File: src/rtl/core/rlb_pkg.sv
// shared types, constants and position helpers of the ring line buffer
package rlb_pkg;

   localparam int RLB_DEPTH = 64;
   localparam int LEN_W = 7;
   localparam int BYTE_W = 8;
   localparam int CMD_DEPTH = 2;
   localparam int RSP_DEPTH = 4;
   localparam int RSP_CNT_W = $clog2(RSP_DEPTH + 1);

   localparam logic [LEN_W-1:0] MIN_LEN = LEN_W'(3);
   localparam logic [BYTE_W-1:0] DELIM_RESET = 8'd10;
   localparam logic [LEN_W-1:0] RING_LEN_RESET = 7'd64;

   localparam logic REQ_WRITE = 1'b0;
   localparam logic REQ_READ = 1'b1;

   localparam logic CSR_DELIMITER = 1'b0;
   localparam logic CSR_RING_LENGTH = 1'b1;

   typedef enum logic [1:0] {
      STATUS_BYTE = 2'd0,
      STATUS_NO_LINE = 2'd1,
      STATUS_EMPTY_LINE = 2'd2
   } line_status_type;

   typedef enum logic [1:0] {
      ENG_IDLE,
      ENG_SCAN,
      ENG_EMIT
   } eng_state_type;

   typedef struct packed {
      logic [BYTE_W-1:0] delimiter;
      logic [LEN_W-1:0] ring_length;
   } cfg_type;

   typedef struct packed {
      logic is_read;
      logic [BYTE_W-1:0] data;
   } cmd_item_type;

   typedef struct packed {
      logic [BYTE_W-1:0] line_byte;
      line_status_type line_status;
      logic last_of_line;
   } rsp_item_type;

   typedef struct packed {
      logic push;
      rsp_item_type item;
   } rsp_push_type;

   // position used as is, or 0 once it sits at or past the wrap
   function automatic logic [LEN_W-1:0] norm_pos(input logic [LEN_W-1:0] p,
                                                 input logic [LEN_W-1:0] l);
      return ((p + LEN_W'(1)) >= l) ? '0 : p;
   endfunction

   function automatic logic [LEN_W-1:0] next_pos(input logic [LEN_W-1:0] p,
                                                 input logic [LEN_W-1:0] l);
      return ((p + LEN_W'(1)) >= l) ? '0 : p + LEN_W'(1);
   endfunction

   function automatic logic [LEN_W-1:0] clamp_len(input logic [LEN_W-1:0] l,
                                                  input logic [LEN_W-1:0] top);
      logic [LEN_W-1:0] r;
      r = l;
      if (r < MIN_LEN) r = MIN_LEN;
      if (r > top) r = top;
      return r;
   endfunction

endpackage

File: src/rtl/core/rlb_front.sv
// front end: takes requests, drops zero writes, queues commands for the engine
module rlb_front import rlb_pkg::*; (
   input  logic clock,
   input  logic reset,
   input  logic push,
   output logic full,
   input  logic req_type,
   input  logic [BYTE_W-1:0] req_data_byte,
   output logic cmd_valid,
   input  logic cmd_pop,
   output cmd_item_type cmd
);

   localparam int PTR_W = $clog2(CMD_DEPTH);
   localparam int CNT_W = $clog2(CMD_DEPTH + 1);

   cmd_item_type q_ff [CMD_DEPTH];
   logic [PTR_W-1:0] wr_ptr_ff, wr_ptr_in;
   logic [PTR_W-1:0] rd_ptr_ff, rd_ptr_in;
   logic [CNT_W-1:0] cnt_ff, cnt_in;
   logic accept;
   logic store;
   logic take;

   assign full = (cnt_ff == CNT_W'(CMD_DEPTH));
   assign cmd_valid = (cnt_ff != '0);
   assign cmd = q_ff[rd_ptr_ff];
   assign accept = push && !full;
   // a zero write changes nothing, so it never reaches the engine
   assign store = accept && ((req_type == REQ_READ) || (req_data_byte != '0));
   assign take = cmd_pop && cmd_valid;

   always_comb begin
      wr_ptr_in = wr_ptr_ff;
      rd_ptr_in = rd_ptr_ff;
      cnt_in = cnt_ff;
      if (store) begin
         wr_ptr_in = (wr_ptr_ff == PTR_W'(CMD_DEPTH - 1)) ? '0 : wr_ptr_ff + PTR_W'(1);
      end
      if (take) begin
         rd_ptr_in = (rd_ptr_ff == PTR_W'(CMD_DEPTH - 1)) ? '0 : rd_ptr_ff + PTR_W'(1);
      end
      cnt_in = cnt_ff + CNT_W'(store) - CNT_W'(take);
   end

   always_ff @(posedge clock) begin
      if (reset) begin
         wr_ptr_ff <= '0;
         rd_ptr_ff <= '0;
         cnt_ff <= '0;
      end else begin
         wr_ptr_ff <= wr_ptr_in;
         rd_ptr_ff <= rd_ptr_in;
         cnt_ff <= cnt_in;
      end
   end

   always_ff @(posedge clock) begin
      if (store) begin
         q_ff[wr_ptr_ff] <= '{is_read: req_type, data: req_data_byte};
      end
   end

endmodule

File: src/rtl/core/rlb_engine.sv
// back end: byte ring memory, line scan and line emission
module rlb_engine import rlb_pkg::*; #(
   parameter int DEPTH = RLB_DEPTH
) (
   input  logic clock,
   input  logic reset,
   input  cfg_type cfg,
   input  logic cmd_valid,
   output logic cmd_pop,
   input  cmd_item_type cmd,
   input  logic [RSP_CNT_W-1:0] rsp_count,
   output rsp_push_type rsp
);

   localparam int PTR_W = $clog2(DEPTH);

   eng_state_type state_ff, state_in;
   logic [PTR_W-1:0] read_pos_ff, read_pos_in;
   logic [PTR_W-1:0] write_pos_ff, write_pos_in;
   logic [PTR_W-1:0] start_ff, start_in;
   logic [PTR_W-1:0] walk_ff, walk_in;
   logic [LEN_W-1:0] issued_ff, issued_in;
   logic [LEN_W-1:0] count_ff, count_in;
   logic [LEN_W-1:0] left_ff, left_in;
   logic scan_vld_ff, scan_vld_in;
   logic emit_vld_ff, emit_vld_in;
   logic emit_last_ff, emit_last_in;

   logic [BYTE_W-1:0] mem [DEPTH];
   logic [DEPTH-1:0] valid_ff;
   logic [BYTE_W-1:0] mem_q_ff;
   logic vq_ff;

   logic rd_en;
   logic [PTR_W-1:0] rd_addr;
   logic wr_en;
   logic [PTR_W-1:0] wr_addr;
   logic clr_en;
   logic [PTR_W-1:0] clr_addr;

   logic [LEN_W-1:0] len;
   logic [LEN_W-1:0] lap;
   logic [BYTE_W-1:0] rd_byte;
   logic done;

   assign len = clamp_len(cfg.ring_length, LEN_W'(DEPTH));
   assign lap = len - LEN_W'(1);
   assign rd_byte = vq_ff ? mem_q_ff : '0;

   always_comb begin
      state_in = state_ff;
      read_pos_in = read_pos_ff;
      write_pos_in = write_pos_ff;
      start_in = start_ff;
      walk_in = walk_ff;
      issued_in = issued_ff;
      count_in = count_ff;
      left_in = left_ff;
      scan_vld_in = 1'b0;
      emit_vld_in = 1'b0;
      emit_last_in = emit_last_ff;
      cmd_pop = 1'b0;
      rd_en = 1'b0;
      rd_addr = walk_ff;
      wr_en = 1'b0;
      wr_addr = PTR_W'(norm_pos(LEN_W'(write_pos_ff), len));
      clr_en = 1'b0;
      clr_addr = walk_ff;
      rsp = '0;
      done = 1'b0;
      case (state_ff)
         ENG_IDLE: begin
            if (cmd_valid) begin
               if (!cmd.is_read) begin
                  cmd_pop = 1'b1;
                  wr_en = 1'b1;
                  write_pos_in = PTR_W'(next_pos(LEN_W'(wr_addr), len));
               end else if (rsp_count < RSP_CNT_W'(RSP_DEPTH)) begin
                  cmd_pop = 1'b1;
                  start_in = PTR_W'(norm_pos(LEN_W'(read_pos_ff), len));
                  walk_in = start_in;
                  issued_in = '0;
                  count_in = '0;
                  state_in = ENG_SCAN;
               end
            end
         end
         ENG_SCAN: begin
            if (scan_vld_ff) begin
               if (rd_byte == '0) begin
                  done = 1'b1;
                  rsp.push = 1'b1;
                  rsp.item = '{line_byte: '0, line_status: STATUS_NO_LINE, last_of_line: 1'b1};
                  state_in = ENG_IDLE;
               end else if (rd_byte == cfg.delimiter) begin
                  done = 1'b1;
                  if (count_ff == '0) begin
                     clr_en = 1'b1;
                     clr_addr = start_ff;
                     read_pos_in = PTR_W'(next_pos(LEN_W'(start_ff), len));
                     rsp.push = 1'b1;
                     rsp.item = '{line_byte: '0, line_status: STATUS_EMPTY_LINE,
                                  last_of_line: 1'b1};
                     state_in = ENG_IDLE;
                  end else begin
                     walk_in = start_ff;
                     left_in = count_ff;
                     state_in = ENG_EMIT;
                  end
               end else begin
                  count_in = count_ff + LEN_W'(1);
                  // a whole lap without the delimiter
                  if (count_in >= lap) begin
                     done = 1'b1;
                     rsp.push = 1'b1;
                     rsp.item = '{line_byte: '0, line_status: STATUS_NO_LINE,
                                  last_of_line: 1'b1};
                     state_in = ENG_IDLE;
                  end
               end
            end
            // reads are issued one per cycle ahead of the compare
            if (!done && (issued_ff < lap)) begin
               rd_en = 1'b1;
               rd_addr = walk_ff;
               walk_in = PTR_W'(next_pos(LEN_W'(walk_ff), len));
               issued_in = issued_ff + LEN_W'(1);
               scan_vld_in = 1'b1;
            end
         end
         ENG_EMIT: begin
            if (emit_vld_ff) begin
               rsp.push = 1'b1;
               rsp.item = '{line_byte: rd_byte, line_status: STATUS_BYTE,
                            last_of_line: emit_last_ff};
            end
            if (left_ff != '0) begin
               // keep room in the result queue for the byte still in flight
               if ((rsp_count + RSP_CNT_W'(emit_vld_ff)) < RSP_CNT_W'(RSP_DEPTH)) begin
                  rd_en = 1'b1;
                  rd_addr = walk_ff;
                  clr_en = 1'b1;
                  clr_addr = walk_ff;
                  walk_in = PTR_W'(next_pos(LEN_W'(walk_ff), len));
                  left_in = left_ff - LEN_W'(1);
                  emit_vld_in = 1'b1;
                  emit_last_in = (left_ff == LEN_W'(1));
               end
            end else begin
               // walk now points at the delimiter
               clr_en = 1'b1;
               clr_addr = walk_ff;
               read_pos_in = PTR_W'(next_pos(LEN_W'(walk_ff), len));
               state_in = ENG_IDLE;
            end
         end
         default: begin
            state_in = ENG_IDLE;
         end
      endcase
   end

   always_ff @(posedge clock) begin
      if (reset) begin
         state_ff <= ENG_IDLE;
         read_pos_ff <= '0;
         write_pos_ff <= '0;
         scan_vld_ff <= 1'b0;
         emit_vld_ff <= 1'b0;
         valid_ff <= '0;
      end else begin
         state_ff <= state_in;
         read_pos_ff <= read_pos_in;
         write_pos_ff <= write_pos_in;
         scan_vld_ff <= scan_vld_in;
         emit_vld_ff <= emit_vld_in;
         if (wr_en) begin
            valid_ff[wr_addr] <= 1'b1;
         end
         if (clr_en) begin
            valid_ff[clr_addr] <= 1'b0;
         end
      end
   end

   always_ff @(posedge clock) begin
      start_ff <= start_in;
      walk_ff <= walk_in;
      issued_ff <= issued_in;
      count_ff <= count_in;
      left_ff <= left_in;
      emit_last_ff <= emit_last_in;
   end

   always_ff @(posedge clock) begin
      if (wr_en) begin
         mem[wr_addr] <= cmd.data;
      end
   end

   always_ff @(posedge clock) begin
      if (rd_en) begin
         mem_q_ff <= mem[rd_addr];
         vq_ff <= valid_ff[rd_addr];
      end
   end

endmodule

File: src/rtl/core/rlb_rsp_fifo.sv
// result queue between the engine and the result ports
module rlb_rsp_fifo import rlb_pkg::*; (
   input  logic clock,
   input  logic reset,
   input  rsp_push_type rsp,
   output logic [RSP_CNT_W-1:0] count,
   output logic empty,
   input  logic pop,
   output rsp_item_type head
);

   localparam int PTR_W = $clog2(RSP_DEPTH);

   rsp_item_type q_ff [RSP_DEPTH];
   logic [PTR_W-1:0] wr_ptr_ff, wr_ptr_in;
   logic [PTR_W-1:0] rd_ptr_ff, rd_ptr_in;
   logic [RSP_CNT_W-1:0] cnt_ff, cnt_in;
   logic take;

   assign count = cnt_ff;
   assign empty = (cnt_ff == '0);
   assign head = q_ff[rd_ptr_ff];
   assign take = pop && !empty;

   always_comb begin
      wr_ptr_in = wr_ptr_ff;
      rd_ptr_in = rd_ptr_ff;
      if (rsp.push) begin
         wr_ptr_in = (wr_ptr_ff == PTR_W'(RSP_DEPTH - 1)) ? '0 : wr_ptr_ff + PTR_W'(1);
      end
      if (take) begin
         rd_ptr_in = (rd_ptr_ff == PTR_W'(RSP_DEPTH - 1)) ? '0 : rd_ptr_ff + PTR_W'(1);
      end
      cnt_in = cnt_ff + RSP_CNT_W'(rsp.push) - RSP_CNT_W'(take);
   end

   always_ff @(posedge clock) begin
      if (reset) begin
         wr_ptr_ff <= '0;
         rd_ptr_ff <= '0;
         cnt_ff <= '0;
      end else begin
         wr_ptr_ff <= wr_ptr_in;
         rd_ptr_ff <= rd_ptr_in;
         cnt_ff <= cnt_in;
      end
   end

   always_ff @(posedge clock) begin
      if (rsp.push) begin
         q_ff[wr_ptr_ff] <= rsp.item;
      end
   end

endmodule

File: src/rtl/core/ring_line_buffer.sv
// Ring line buffer: bytes pushed one per cycle while full is low land in a ring of up to DEPTH
// slots; a read request scans from the read position for the delimiter and returns the line
// one byte per result, or a single status result. A write is done by the engine while it is
// idle, so writes stream at one per cycle through the two-entry command queue when no read
// is in progress. A read scans with one memory read per cycle, each compared in the cycle
// after, then emits the line bytes, slowed only when the four-entry result queue is not
// drained. A read is started only while the result queue has a free entry. No clearing
// pass runs after reset: each slot has a valid flag.
module ring_line_buffer import rlb_pkg::*; #(
   parameter int DEPTH = RLB_DEPTH
) (
   input  logic clock,
   input  logic reset,
   input  logic push,
   output logic full,
   input  logic req_type,
   input  logic [BYTE_W-1:0] req_data_byte,
   output logic empty,
   input  logic pop,
   output logic [BYTE_W-1:0] rsp_line_byte,
   output logic [1:0] rsp_line_status,
   output logic rsp_last_of_line,
   input  logic valid,
   output logic ready,
   input  logic csr_index,
   input  logic [BYTE_W-1:0] csr_data
);

   cfg_type cfg_ff, cfg_in;
   logic cmd_valid;
   logic cmd_pop;
   cmd_item_type cmd;
   rsp_push_type rsp;
   logic [RSP_CNT_W-1:0] rsp_count;
   rsp_item_type head;

   assign ready = 1'b1;

   always_comb begin
      cfg_in = cfg_ff;
      if (valid) begin
         case (csr_index)
            CSR_DELIMITER: cfg_in.delimiter = csr_data[BYTE_W-1:0];
            CSR_RING_LENGTH: cfg_in.ring_length = csr_data[LEN_W-1:0];
            default: cfg_in = cfg_ff;
         endcase
      end
   end

   always_ff @(posedge clock) begin
      if (reset) begin
         cfg_ff <= '{delimiter: DELIM_RESET, ring_length: RING_LEN_RESET};
      end else begin
         cfg_ff <= cfg_in;
      end
   end

   rlb_front u_front (
      .clock(clock),
      .reset(reset),
      .push(push),
      .full(full),
      .req_type(req_type),
      .req_data_byte(req_data_byte),
      .cmd_valid(cmd_valid),
      .cmd_pop(cmd_pop),
      .cmd(cmd)
   );

   rlb_engine #(.DEPTH(DEPTH)) u_engine (
      .clock(clock),
      .reset(reset),
      .cfg(cfg_ff),
      .cmd_valid(cmd_valid),
      .cmd_pop(cmd_pop),
      .cmd(cmd),
      .rsp_count(rsp_count),
      .rsp(rsp)
   );

   rlb_rsp_fifo u_rsp_fifo (
      .clock(clock),
      .reset(reset),
      .rsp(rsp),
      .count(rsp_count),
      .empty(empty),
      .pop(pop),
      .head(head)
   );

   assign rsp_line_byte = head.line_byte;
   assign rsp_line_status = head.line_status;
   assign rsp_last_of_line = head.last_of_line;

endmodule

File: config.mk
export PLATFORM = sky130hd
export DESIGN_NAME = ring_line_buffer
export DESIGN_NICKNAME = d
export VERILOG_FILES = /design/src/rtl/core/rlb_pkg.sv /design/src/rtl/core/rlb_front.sv /design/src/rtl/core/rlb_engine.sv /design/src/rtl/core/rlb_rsp_fifo.sv /design/src/rtl/core/ring_line_buffer.sv
export SDC_FILE = /design/constraint.sdc
export NUM_CORES = 1
export LEC_CHECK = 0
export BUFFER_PORTS_ARGS = -buffer_cell sky130_fd_sc_hd__buf_2
export CAP_MARGIN = 20
export CORE_MARGIN = 2
export CORE_UTILIZATION = 48
export DETAILED_ROUTE_END_ITERATION = 7
export GPL_TIMING_DRIVEN = 0
export HOLD_SLACK_MARGIN = 0.05
export PLACE_DENSITY_LB_ADDON = 0.3
export SYNTH_ARGS = -nofsm -noshare
export SYNTH_HDL_FRONTEND = slang
export SYNTH_SLANG_ARGS = --single-unit
File: constraint.sdc
create_clock -name clock -period 5.9 [get_ports clock]
set_input_delay 1.18 -clock clock [delete_from_list [all_inputs] [get_ports clock]]
set_output_delay 1.18 -clock clock [all_outputs]
set_load 0.02 [all_outputs]
; ---- After elaboration in Yosys (flattened, before gate mapping)
; Memories as Yosys holds them, arrays and structs flattened. A register that Yosys moved wholly into a read port is not among the register bits.
; Cells that the tools add are included.
[op_classes]
n_bitwise = 7
n_addsub = 18
eq_ne = 25
reduce_logical = 34
order_cmp = 16
mux = 108
[ops]
columns = cell, n
row1 = 2-to-1 mux 64 bit, 3
row2 = 2-to-1 mux 6 bit, 25
row3 = 2-to-1 mux 7 bit, 15
row4 = 2-to-1 mux 12 bit, 6
row5 = bitwise AND 64 bit, 1
row6 = inverter 64 bit, 1
row7 = bitwise OR 64 bit, 1
row8 = greater-or-equal comparator 7 bit, 6
row9 = one-hot mux 7 bit (2 select lines), 3
row10 = adder 6 x 1 -> 7 bit (second input constant), 5
row11 = 2-to-1 mux 1 bit, 33
row12 = 2-to-1 mux 2 bit, 13
row13 = one-hot mux 12 bit (2 select lines), 1
row14 = < comparator 6 x 7 -> 1 bit (second input constant), 3
row15 = one-hot mux 6 bit (3 select lines), 1
row16 = != test 2 x 1 -> 1 bit (second input constant), 8
row17 = adder 7 x 1 -> 7 bit (second input constant), 2
row18 = AND reduction 7 bit, 2
row19 = subtractor 7 x 1 -> 7 bit (second input constant), 2
row20 = demux 1 bit (select 6 bit), 2
row21 = greater-or-equal comparator 6 x 1 -> 1 bit (second input constant), 2
row22 = one-hot mux 6 bit (2 select lines), 1
row23 = AND reduction 6 bit, 2
row24 = != test 2 bit (second input constant), 5
row25 = 39 further kinds, 65
[word_totals]
memories = 3
ramBits = 574
elab_cells = 232
register_bits = 141
output_inout_bits = 14
[memory_table]
columns = name, depth, width, rd, rd_ports_with_merged_regs, wr, line_no
row1 = u_engine.mem, 64, 8, 1, 1, 1, rlb_engine.sv:29  ; logic [BYTE_W-1:0] mem [DEPTH];
row2 = u_rsp_fifo.q_ff, 4, 11, 1, 1, 1, rlb_rsp_fifo.sv:14  ; rsp_item_type q_ff [RSP_DEPTH];
row3 = u_front.q_ff, 2, 9, 1, 1, 1, rlb_front.sv:17  ; cmd_item_type q_ff [CMD_DEPTH];

; ---- Longest topological paths before layout
; Gate-level depths: netlist of the first run.
[depth]
depth_word = 15
mapped_depth = 21
mapped_depth_nobuf = 19

; ---- Modules after synthesis
; From an unflattened synthesis of the first run, not the netlist that was laid out.
[hier_totals]
hier_cells = 2225
area_unflattened_um2 = 31891.8
[modules_own_cells]
columns = module, cells_per_inst, instances, area_per_inst_um2
row1 = rlb_engine, 2000, 1, 28270.9
row2 = rlb_rsp_fifo, 101, 1, 2053.2
row3 = rlb_front, 58, 1, 910.9
row4 = ring_line_buffer, 66, 1, 656.9

; ---- Least setup slack after synthesis of the first run
; OpenSTA, ideal clock, no wires.
[synth_timing]
kind = reg-to-reg
startpoint = reg cfg_ff[2] in the netlist's numbering
endpoint = reg u_engine.write_pos_ff[0]
slack_ns = 1.358
t_arrival_ns = 4.472
path_stages_with_launch = 22
t_required_ns = 5.829
setup_time_ns = 0.071
n_path_buf = 2
path_cell_list = dfxtp_1 -> nor4_1 -> o21ai_0 -> inv_1 -> ha_1 -> nand2b_1 -> a21o_1 -> a21o_1 -> a21oi_1 -> clkbuf_1 -> o21ai_1 -> clkbuf_1 -> nor2_1 -> ha_1 -> ha_1 -> a21o_1 -> a21o_1 -> a21o_1 -> a211oi_1 -> o21a_1 -> o21ai_0 -> a21oi_1
[synth_via]
elab_chain_len = 9
[synth_lines]
columns = element, line_no
row1 = from (decl), ring_line_buffer.sv:29  ; cfg_type cfg_ff, cfg_in;
row2 = from (signal assigned), ring_line_buffer.sv:52  ; cfg_ff <= '{delimiter: DELIM_RESET, ring_length: RING_LEN_RESET};
row3 = from (signal assigned), ring_line_buffer.sv:54  ; cfg_ff <= cfg_in;
row4 = < comparator 7 x 2 -> 1 bit, rlb_pkg.sv:69  ; if (r < MIN_LEN) r = MIN_LEN;
row5 = 2-to-1 mux 7 bit (*), rlb_pkg.sv:69
row6 = greater-than comparator 7 bit, rlb_pkg.sv:70  ; if (r > top) r = top;
row7 = 2-to-1 mux 7 bit (*), rlb_pkg.sv:70
row8 = greater-or-equal comparator 7 bit, rlb_pkg.sv:57  ; return ((p + LEN_W'(1)) >= l) ? '0 : p;
row9 = 2-to-1 mux 6 bit, rlb_pkg.sv:57
row10 = adder 6 x 1 -> 7 bit, rlb_pkg.sv:62  ; return ((p + LEN_W'(1)) >= l) ? '0 : p + LEN_W'(1);
row11 = greater-or-equal comparator 7 bit, rlb_pkg.sv:62
row12 = 2-to-1 mux 6 bit (*), rlb_pkg.sv:62
row13 = to (signal assigned), rlb_engine.sv:174  ; write_pos_ff <= write_pos_in;
row14 = to (decl), rlb_engine.sv:19  ; logic [PTR_W-1:0] write_pos_ff, write_pos_in;
; Every way passes the cells marked *; elsewhere a longest branch is shown, timed or not.
; A chain may end at the register's enable or synchronous reset.

; ---- Final worst setup path of the first run
[layout_timing]
startpoint = reg cfg_ff[6] in the netlist's numbering
endpoint = reg u_engine.write_pos_ff[0]
; Same word-level chain as after synthesis.

==> results of run 1 <==
placed cells by master, fill, tap and decap left out, types with 6 or more instances in the layout:
| master | n |
|---|---|
| edfxtp_1 | 617 |
| nor2_1 | 155 |
| a21oi_1 | 144 |
| mux2i_1 | 121 |
| nand2_1 | 114 |
| dfxtp_1 | 109 |
| mux4_2 | 92 |
| clkbuf_1 | 89 |
| clkbuf_16 | 80 |
| ha_1 | 65 |
| a211oi_1 | 62 |
| o21ai_0 | 55 |
| mux2_2 | 47 |
| nand3_1 | 42 |
| buf_2 | 41 |
| o22ai_1 | 40 |
| o221ai_1 | 40 |
| and2_1 | 35 |
| inv_1 | 34 |
| nor3_1 | 30 |
| buf_1 | 25 |
| nand2b_1 | 24 |
| xor2_1 | 21 |
| xnor2_1 | 21 |
| clkinv_1 | 21 |
| a21o_1 | 19 |
| nor2b_1 | 16 |
| o211ai_1 | 13 |
| buf_4 | 13 |
| a22oi_1 | 12 |
| o21a_1 | 12 |
| nand4_1 | 12 |
| clkinv_2 | 11 |
| nand3b_1 | 8 |
| buf_12 | 8 |
| and3_1 | 7 |
| buf_6 | 6 |
logic make-up after synthesis:
family / after synthesis
DFF: 726
and+or+nand+nor: 471
AOI/OAI and AO/OA: 447
muxes: 260
buffers and inverters: 152
adders and majority gates: 69
xor gates and xnor gates: 42
other: 1
flip-flops by register name (all words and copies together), names as in the netlist, 2 cells and up, named ones only:
name                   count
cfg_ff                    15
u_engine.count_ff          7
u_engine.issued_ff         7
u_engine.left_ff           7
u_engine.mem             512
u_engine.mem_q_ff          8
u_engine.read_pos_ff       6
u_engine.start_ff          6
u_engine.state_ff          2
u_engine.valid_ff         64
u_engine.walk_ff           6
u_engine.write_pos_ff      6
u_front.cnt_ff             2
u_front.q_ff              18
u_rsp_fifo.count           3
u_rsp_fifo.q_ff           44
u_rsp_fifo.rd_ptr_ff       2
u_rsp_fifo.wr_ptr_ff       2
metrics by stage:
stage	power, W	utilization [%]	setup slack, ns
detailed placement	0.0118	50.6	0.217
global route	0.0171	54.4	0.0261
global placement	0.0116	50.1	0.351
finish	0.0165	54.4	0.314
floorplan	0.00968	-	1.36
CTS	0.0165	54.3	0.170
final cells by class:
class	count	area, um^2	share of cell area (%)
inverters	35	135	0.379
flip-flops and latches	726	20700	58.1
clock inverters	47	379	1.06
multi-input cells	1290	10300	28.9
clock buffers	90	2040	5.72
well taps	864	1080	3.03
plain buffers	117	485	1.36
repair buffers	59	485	1.36
worst paths after layout:
| kind | start | end | slack [ns] | depth (start not counted) |
|---|---|---|---|---|
| worst max-delay path | cfg_ff[6] | u_engine.write_pos_ff[0] | 0.31 | 21 |
| worst min-delay path | u_engine.valid_ff[23] | u_engine.valid_ff[23] | 0.47 | 1 |
| worst max register to register | cfg_ff[6] | u_engine.write_pos_ff[0] | 0.31 | 21 |
| worst min register to register | u_engine.valid_ff[23] | u_engine.valid_ff[23] | 0.47 | 1 |
power groups by stage:
stage / registers, W / clock network [W] / logic, W
detailed placement: 0.00650 / 0 / 0.00532
floorplan: 0.00644 / 0 / 0.00324
finish: 0.00639 / 0.00468 / 0.00546
global route: 0.00641 / 0.00492 / 0.00575
CTS: 0.00639 / 0.00473 / 0.00534
global placement: 0.00651 / 0 / 0.00506
repair_timing:
action / CTS / global route
endpoints found under the setup margin: 0 / 6
endpoints found under the hold margin: 0 / 0
resized for setup: 0 / 4
layer usage:
metal,wire length (um),up-vias
li1,-,8772
met1,33800,10100
met2,40800,992
met3,7340,241
met4,4050,2
met5,15,-
==> results.cfg, run 1 <==
[synth]
synth_compound_area_share_pct = 9.45
yosysSeqAreaShare_pct = 65.5
yosys.area_share.adder_pct = 2.73
synth_xor_area_share_pct = 1.16
yosysMostFrequentCell = edfxtp_1
synth-seq-cells = 726
synth-edff-count = 617
synth_top_family_by_area = multiplexers
yosys.area.top_type = edfxtp_1
postSynthCellCount = 2168
yosysWarnings = 0
async_reset_ff_share_pct = 0
synth_area_leaders = edfxtp_1, dfxtp_1, mux4_2
synth_mux_area_share_pct = 12.1
netlist_area_um2 = 31600
ys_types = 69
synth_top_cells_by_count = edfxtp_1, nor2_1, a21oi_1, mux2i_1, nand2_1
syn-num-nets = 2257
yosys.area.top_type_share_pct = 58.6
synth_flop_cell = edfxtp_1
synth-simple-area-share_pct = 7.08
syn_area_per_cell_um2 = 14.6

[routing]
avgRoutedWirePerCell_um = 26.6
vias_per_cell = 6.23
wirelength_mm = 86.0
drcViolationCount = 0
drt_iter0_markers = 2186
drtAntennaViolNets = 0
vias = 20100
first_pass_iters = 6

[sta]
slew_viol_final = 0
finalCritPeriodShare_pct = 94.7
finalSetupViolations = 0
finClkSkew_ns = 0.0276
rsz0062_at_grt = false
hold_viol_final = 0
fin_crit_ns = 5.59
setup_tns_ns = 0
relSlewSlack_pct = 15.4
tightest_slew_ns = 1.26
hold_slack_ns = 0.469
fmax_mhz = 179

[cells_and_area]
num-fill-cells = 5199
area_growth_pct = 12.8
final_cells = 3228
design_area_um2 = 35600
antenna_cells = 0
drive_above_1_share_pct = 14.8
nNetsFinal = 2395

[floorplanning]
core-area_um2 = 65500
rows = 94
start_util_pct = 48.2
dieArea_um2 = 67900
die_height_um = 261
fp.dieW_um = 261
pin_count = 37

[cts]
post_cts_buffers = 0
cts_buffer_depth = 3
cts_made_buffers = 77
cts_tree = done
root_buffer = clkbuf_16
clk_latency_ns = 0.64
cts.sinks = 726
postCtsHoldBufs = 0
htreeDepth = 3
clk_pin_slew_ns = 0.06

[placed_design]
place_congestion = 0.947
port_buffers = 32
place_inst = 3086
post-dp-hpwl_mm = 60.5
post_dp_cell_area_um2 = 33200

[grt]
grt_pass1_wl_mm = 127
grt_max_degree = 53
grt_use_met2_pct = 41.8
use_met1_pct = 32.7
grt-busiest-layer = met2
gr-usage-met3_pct = 5.82
overflow = 0
antenna_found_initial = 1
grt_pass1_vias = 19800
grt_use_total_pct = 25.5

[pwr]
share_seq_of_total_power_pct = 38.7
power.switching_w = 0.00579
swShare_pct = 35.0
comb_power_share_pct = 33.0
leakage_nw = 11.9
clkPwrFrac_pct = 28.3
powerDensity_nw_per_um2 = 464
peakVddDrop_v = 0.000264
internal-power_w = 0.0107

[setup_path]
critPathMaxFanout = 12
cp-end-kind = flip-flop
critPathBufInv = 4
crit_top_cell = a21o_1
critPathKind = reg -> reg
start_kind = flip-flop
slowest_delay_ns = 0.49
required_ns = 6.46
worstPathCellList = clkinvlp_4 > o21ai_0 > inv_1 > ha_1 > nand2b_1 > a21o_1 > a21o_1 > a21oi_1 > clkbuf_2 > o21ai_1 > clkbuf_1 > nor2_1 > ha_1 > ha_1 > a21o_1 > a21o_1 > a21o_1 > a211oi_1 > o21a_1 > o21ai_0 > a21oi_1
cp_slowest_cell = dfxtp_1
worstPathArrival_ns = 6.14
path_delay_family = compound AO/OA/AOI/OAI gates

[worst_hold_path]
hold_class = reg -> reg

[job]
cap_violations = 0

[run_status]
status = complete, no violations
Note: power is estimated with default switching activity, not from simulation.
==> run 2, diff against run 1 <==
- CORE_UTILIZATION: 48 -> 43
==> run 2 against run 1 <==
Compared with the run above:
- count of clock-buffer cells in the layout increased by 12
- non-clock buffer count increased by 2
- sequential share of layout area decreased by 0.25 points
- largest power group unchanged
- core utilization decreased by 5.3 points
- fmax increased by 1.7%
==> results.cfg, run 2 (synthesis gave the netlist of run 1 again) <==
[sta]
setup_tns_ns = 0
relSlewSlack_pct = 22.6
finalSetupViolations = 0
tightest_slew_ns = 1.16
finalCritPeriodShare_pct = 93.1
fmax_mhz = 182
rsz0062_at_grt = false
slew_viol_final = 0
final.setup.worst_slack_ns = 0.409
fin_crit_ns = 5.49
hold_slack_ns = 0.468
hold_viol_final = 0
finClkSkew_ns = 0.0309

[cells_and_area]
largest_registers = u_engine.mem: 512 flops, u_engine.valid_ff: 64 flops, u_rsp_fifo.q_ff: 44 flops
largest_reg_flops = 512
nNetsFinal = 2396
antenna_cells = 0
regMostFlops = u_engine.mem
area_growth_pct = 13.3
final_cell_mix = edfxtp_1, nor2_1, a21oi_1, mux2i_1, nand2_1
drive_above_1_share_pct = 15.0
layout_commonest_cell = edfxtp_1

[cts]
clk_latency_ns = 0.65
cts_tree = done
htreeDepth = 3
cts.sinks = 726
cts_buffer_depth = 3
cts_made_buffers = 76
post_cts_buffers = 0
root_buffer = clkbuf_16
clk_pin_slew_ns = 0.06

[routing]
vias = 20000
drcViolationCount = 0
drtAntennaViolNets = 0
avgRoutedWirePerCell_um = 25.9
drt_iter0_markers = 2237
first_pass_iters = 8
vias_per_cell = 6.01
wirelength_mm = 86.2

[grt]
grt_use_total_pct = 22.9
grt_pass1_wl_mm = 127
grt_pass1_vias = 19700
antenna_found_initial = 1
overflow = 0
grt_max_degree = 51

[setup_path]
critPathMaxFanout = 12
crit_start = cfg_ff[6]
worstPathArrival_ns = 6.06
cp-end-kind = flip-flop
required_ns = 6.47
start_kind = flip-flop
reg2reg_from = cfg_ff[6]
critPathKind = reg -> reg

[placed_design]
port_buffers = 32
place_congestion = 0.942
dp_slack_ns = 0.243
post-dp-hpwl_mm = 61.1

[pwr]
leakage_nw = 11.9
peakVddDrop_v = 0.000247
powerDensity_nw_per_um2 = 460

[floorplanning]
rows = 99
start_util_pct = 43.4
die_height_um = 275
fp.dieW_um = 275
pin_count = 37
dieArea_um2 = 75700
core-area_um2 = 72800

[worst_hold_path]
hold_class = reg -> reg
hp-start = u_engine.valid_ff[39]

[run_status]
status = complete, no violations

[job]
cap_violations = 0
==> run 2: worst paths after layout <==
check | end | slack, ns | cells past startpoint
min reg2reg | u_engine.valid_ff[39] | 0.47 | 1
max | u_engine.write_pos_ff[0] | 0.41 | 21
max reg2reg | u_engine.write_pos_ff[0] | 0.41 | 21
min | u_engine.valid_ff[39] | 0.47 | 1
==> run 2: cell type report <==
class,instances,area [um^2]
Fill cell,6165,37000
Sequential cell,726,20700
Multi-Input combinational cell,1290,10300
Clock buffer,102,2080
Tap cell,959,1200
Timing Repair Buffer,61,514
Buffer,117,485
Clock inverter,35,310
Inverter,35,135
==> run 2: critical path, stage by stage (launching register included) <==
cell and delay (ns):
dfxtp_1 0.49, clkinvlp_4 0.34, o21ai_0 0.28, inv_1 0.26, ha_1 0.34, nand2b_1 0.14
a21o_1 0.17, a21o_1 0.20, a21oi_1 0.20, clkbuf_2 0.28, o21ai_2 0.17, clkbuf_1 0.32
nor2_1 0.27, ha_1 0.31, ha_1 0.28, a21o_1 0.15, a21o_1 0.17, a21o_1 0.17
a211oi_1 0.23, o21a_1 0.30, o21ai_0 0.18, a21oi_1 0.17
==> run 2: report_power, final <==
part	total (W)	switching, W	internal [W]	leakage, nW
Clock	0.00460	0.00201	0.00259	1.16
Sequential	0.00640	0.000174	0.00622	6.56
Combinational	0.00548	0.00366	0.00183	4.17
==> run 2: timing repair <==
action | CTS | global route
hold buffers | 0 | 0
gates resized for setup | 0 | 7
endpoints found under the setup margin | 0 | 6
==> run 2: layer usage <==
layer	GRT usage, %	routed length, um	vias to the layer above
li1	-	-	8769
met4	10.3	3960	2
met5	0	13	-
met1	30.1	35100	10100
met3	4.91	7130	217
met2	36.6	40000	901
==> run 2: per-stage QoR <==
step / total power [W] / area, um^2 / utilization (%) / cells
after floorplan: 0.00968 / 31600 / - / 2168
after global placement: 0.0116 / 33000 / 45.2 / 3159
after detailed placement: 0.0119 / 33300 / 45.7 / 3182
after CTS: 0.0164 / 35700 / 49.0 / 3319
after global routing: 0.0171 / 35800 / 49.1 / 3325
final: 0.0165 / 35800 / 49.1 / 3325
==> run 3, diff against run 2 <==
- CORE_UTILIZATION: 43 -> 63
- clock period: 5.9 -> 6.1 ns (I/O delays scaled with it)
==> run 3 against run 2 <==
Compared with the run above:
- the flow now finishes with violations (design-rule violations)
- critical endpoint unchanged
- global-route usage increased by 9.7 points
- largest power group unchanged
- final cell count decreased by 8.8%
- via count increased by 3.9%
==> results.cfg, run 3 (synthesis gave the netlist of run 1 again) <==
[run_status]
status = finished, violations left
violations = design-rule violations

[routing]
first_pass_iters = 8
avgRoutedWirePerCell_um = 27.9
drt_iter0_markers = 3045
drcViolationCount = 2
vias = 20800
vias_per_cell = 6.84
wirelength_mm = 84.5
drtAntennaViolNets = 0

[sta]
finalCritPeriodShare_pct = 93.4
tightest_slew_ns = 1.17
setup_tns_ns = 0
finalSetupViolations = 0
rsz0062_at_grt = false
hold_slack_ns = 0.476
finClkSkew_ns = 0.0226
hold_viol_final = 0
relSlewSlack_pct = 22.0
fmax_mhz = 175
fin_crit_ns = 5.70
slew_viol_final = 0

[setup_path]
critPathMaxFanout = 10
slowest_delay_ns = 0.59
crit_top_cell = a21o_1
r2r_cells = 19
r2r_end = u_engine.write_pos_ff[0]
cp_slowest_cell = nor4_1
critPathKind = reg -> reg
cp-end-kind = flip-flop
critPathBufInv = 2
ff2ff_setup_slack_ns = 0.40
path_delay_family = compound AO/OA/AOI/OAI gates
required_ns = 6.64
worstPathArrival_ns = 6.23
worstPathCellList = nor4_1 > o21ai_0 > ha_1 > a21o_1 > a21o_1 > a21oi_1 > clkbuf_1 > o21ai_1 > clkbuf_1 > nor2_1 > ha_1 > ha_1 > a21o_1 > a21o_1 > a21o_1 > a211oi_1 > o21a_1 > o21ai_0 > a21oi_1
reg2reg_from = cfg_ff[2]
start_kind = flip-flop

[grt]
grt_max_degree = 65
overflow = 0
grt_pass1_wl_mm = 126
use_met1_pct = 42.6
grt-busiest-layer = met2
gr-usage-met3_pct = 7.24
grt_use_total_pct = 32.6
grt_pass1_vias = 20400
antenna_found_initial = 1
grt_use_met2_pct = 51.8

[cts]
cts_made_buffers = 73
ctsResizeCount = 0
cts.sinks = 726
root_buffer = clkbuf_16
cts_tree = done
postCtsHoldBufs = 0
post_cts_buffers = 0
cts_buffer_depth = 3
clk_latency_ns = 0.63
clk_pin_slew_ns = 0.06
htreeDepth = 3

[worst_hold_path]
hold_path_depth = 1
hp-start = u_engine.valid_ff[63]
worstHoldEndpoint = u_engine.valid_ff[63]
hold_class = reg -> reg

[floorplanning]
die_height_um = 228
pin_count = 37
rows = 82
core-area_um2 = 49900
start_util_pct = 63.4
dieArea_um2 = 52000
fp.dieW_um = 228

[placed_design]
port_buffers = 32
place_inst = 2891
place_congestion = 0.982
post_dp_cell_area_um2 = 32900
post-dp-hpwl_mm = 56.9

[cells_and_area]
regMostFlops = u_engine.mem
largest_registers = u_engine.mem: 512 flops, u_engine.valid_ff: 64 flops, u_rsp_fifo.q_ff: 44 flops
design_area_um2 = 35300
final_cell_mix = edfxtp_1, nor2_1, a21oi_1, mux2i_1, nand2_1
antenna_cells = 0
area_growth_pct = 11.8
nNetsFinal = 2393
final_cells = 3033
num-fill-cells = 3257
drive_above_1_share_pct = 14.9
largest_reg_flops = 512
layout_commonest_cell = edfxtp_1

[job]
cap_violations = 0

[pwr]
powerDensity_nw_per_um2 = 449
peakVddDrop_v = 0.000341
leakage_nw = 11.9
==> run 3: layout make-up <==
class	count	area (um^2)	share of cell area, %
Inverter	35	131	0.372
Clock inverter	36	319	0.903
Sequential cell	726	20700	58.6
Tap cell	672	841	2.38
Timing Repair Buffer	61	499	1.41
Clock buffer	96	2040	5.77
Buffer	117	484	1.37
Multi-Input combinational cell	1290	10300	29.2
==> run 3: worst max-delay path by stage <==
stage	depth (start not counted)	start	to	slack, ns
6_report	19	cfg_ff[2]	u_engine.write_pos_ff[0]	0.40
5_1_grt	19	cfg_ff[2]	u_engine.write_pos_ff[0]	0.09
4_1_cts	19	cfg_ff[2]	u_engine.write_pos_ff[0]	0.47
3_5_place_dp	19	cfg_ff[2]	u_engine.write_pos_ff[0]	0.53
3_3_place_gp	9	cfg_ff[2]	u_engine.mem[16][6]	0.27
2_1_floorplan	21	cfg_ff[2]	u_engine.write_pos_ff[0]	1.56
==> run 3: worst reg2reg max path, cell delays in order (launching register included) <==
cell      delay (ns)
dfxtp_1         0.37
nor4_1          0.59
o21ai_0         0.53
ha_1            0.47
a21o_1          0.16
a21o_1          0.20
a21oi_1         0.22
clkbuf_1        0.36
o21ai_1         0.30
clkbuf_1        0.34
nor2_1          0.25
ha_1            0.29
ha_1            0.28
a21o_1          0.15
a21o_1          0.17
a21o_1          0.17
a211oi_1        0.22
o21a_1          0.26
o21ai_0         0.14
a21oi_1         0.16
==> run 3: stage by stage <==
stage                     util [%]  worst slack (ns)  total power [W]
after floorplan                  -              1.56          0.00936
after global placement        65.4             0.274           0.0110
after detailed placement      65.9             0.528           0.0113
after CTS                     70.6             0.469           0.0157
after global routing          70.8            0.0878           0.0163
final                         70.8             0.400           0.0159
==> run 3: where the power goes <==
group / internal, W / switching, W
logic: 0.00178 / 0.00347
registers: 0.00601 / 0.000161
clock network: 0.00257 / 0.00188
total: 0.0104 / 0.00550
==> run 3: per-layer routing <==
metal	wire, um	vias up
li1	-	8753
met1	31000	10300
met2	39700	1403
met3	8820	313
met4	4910	2
met5	12	-
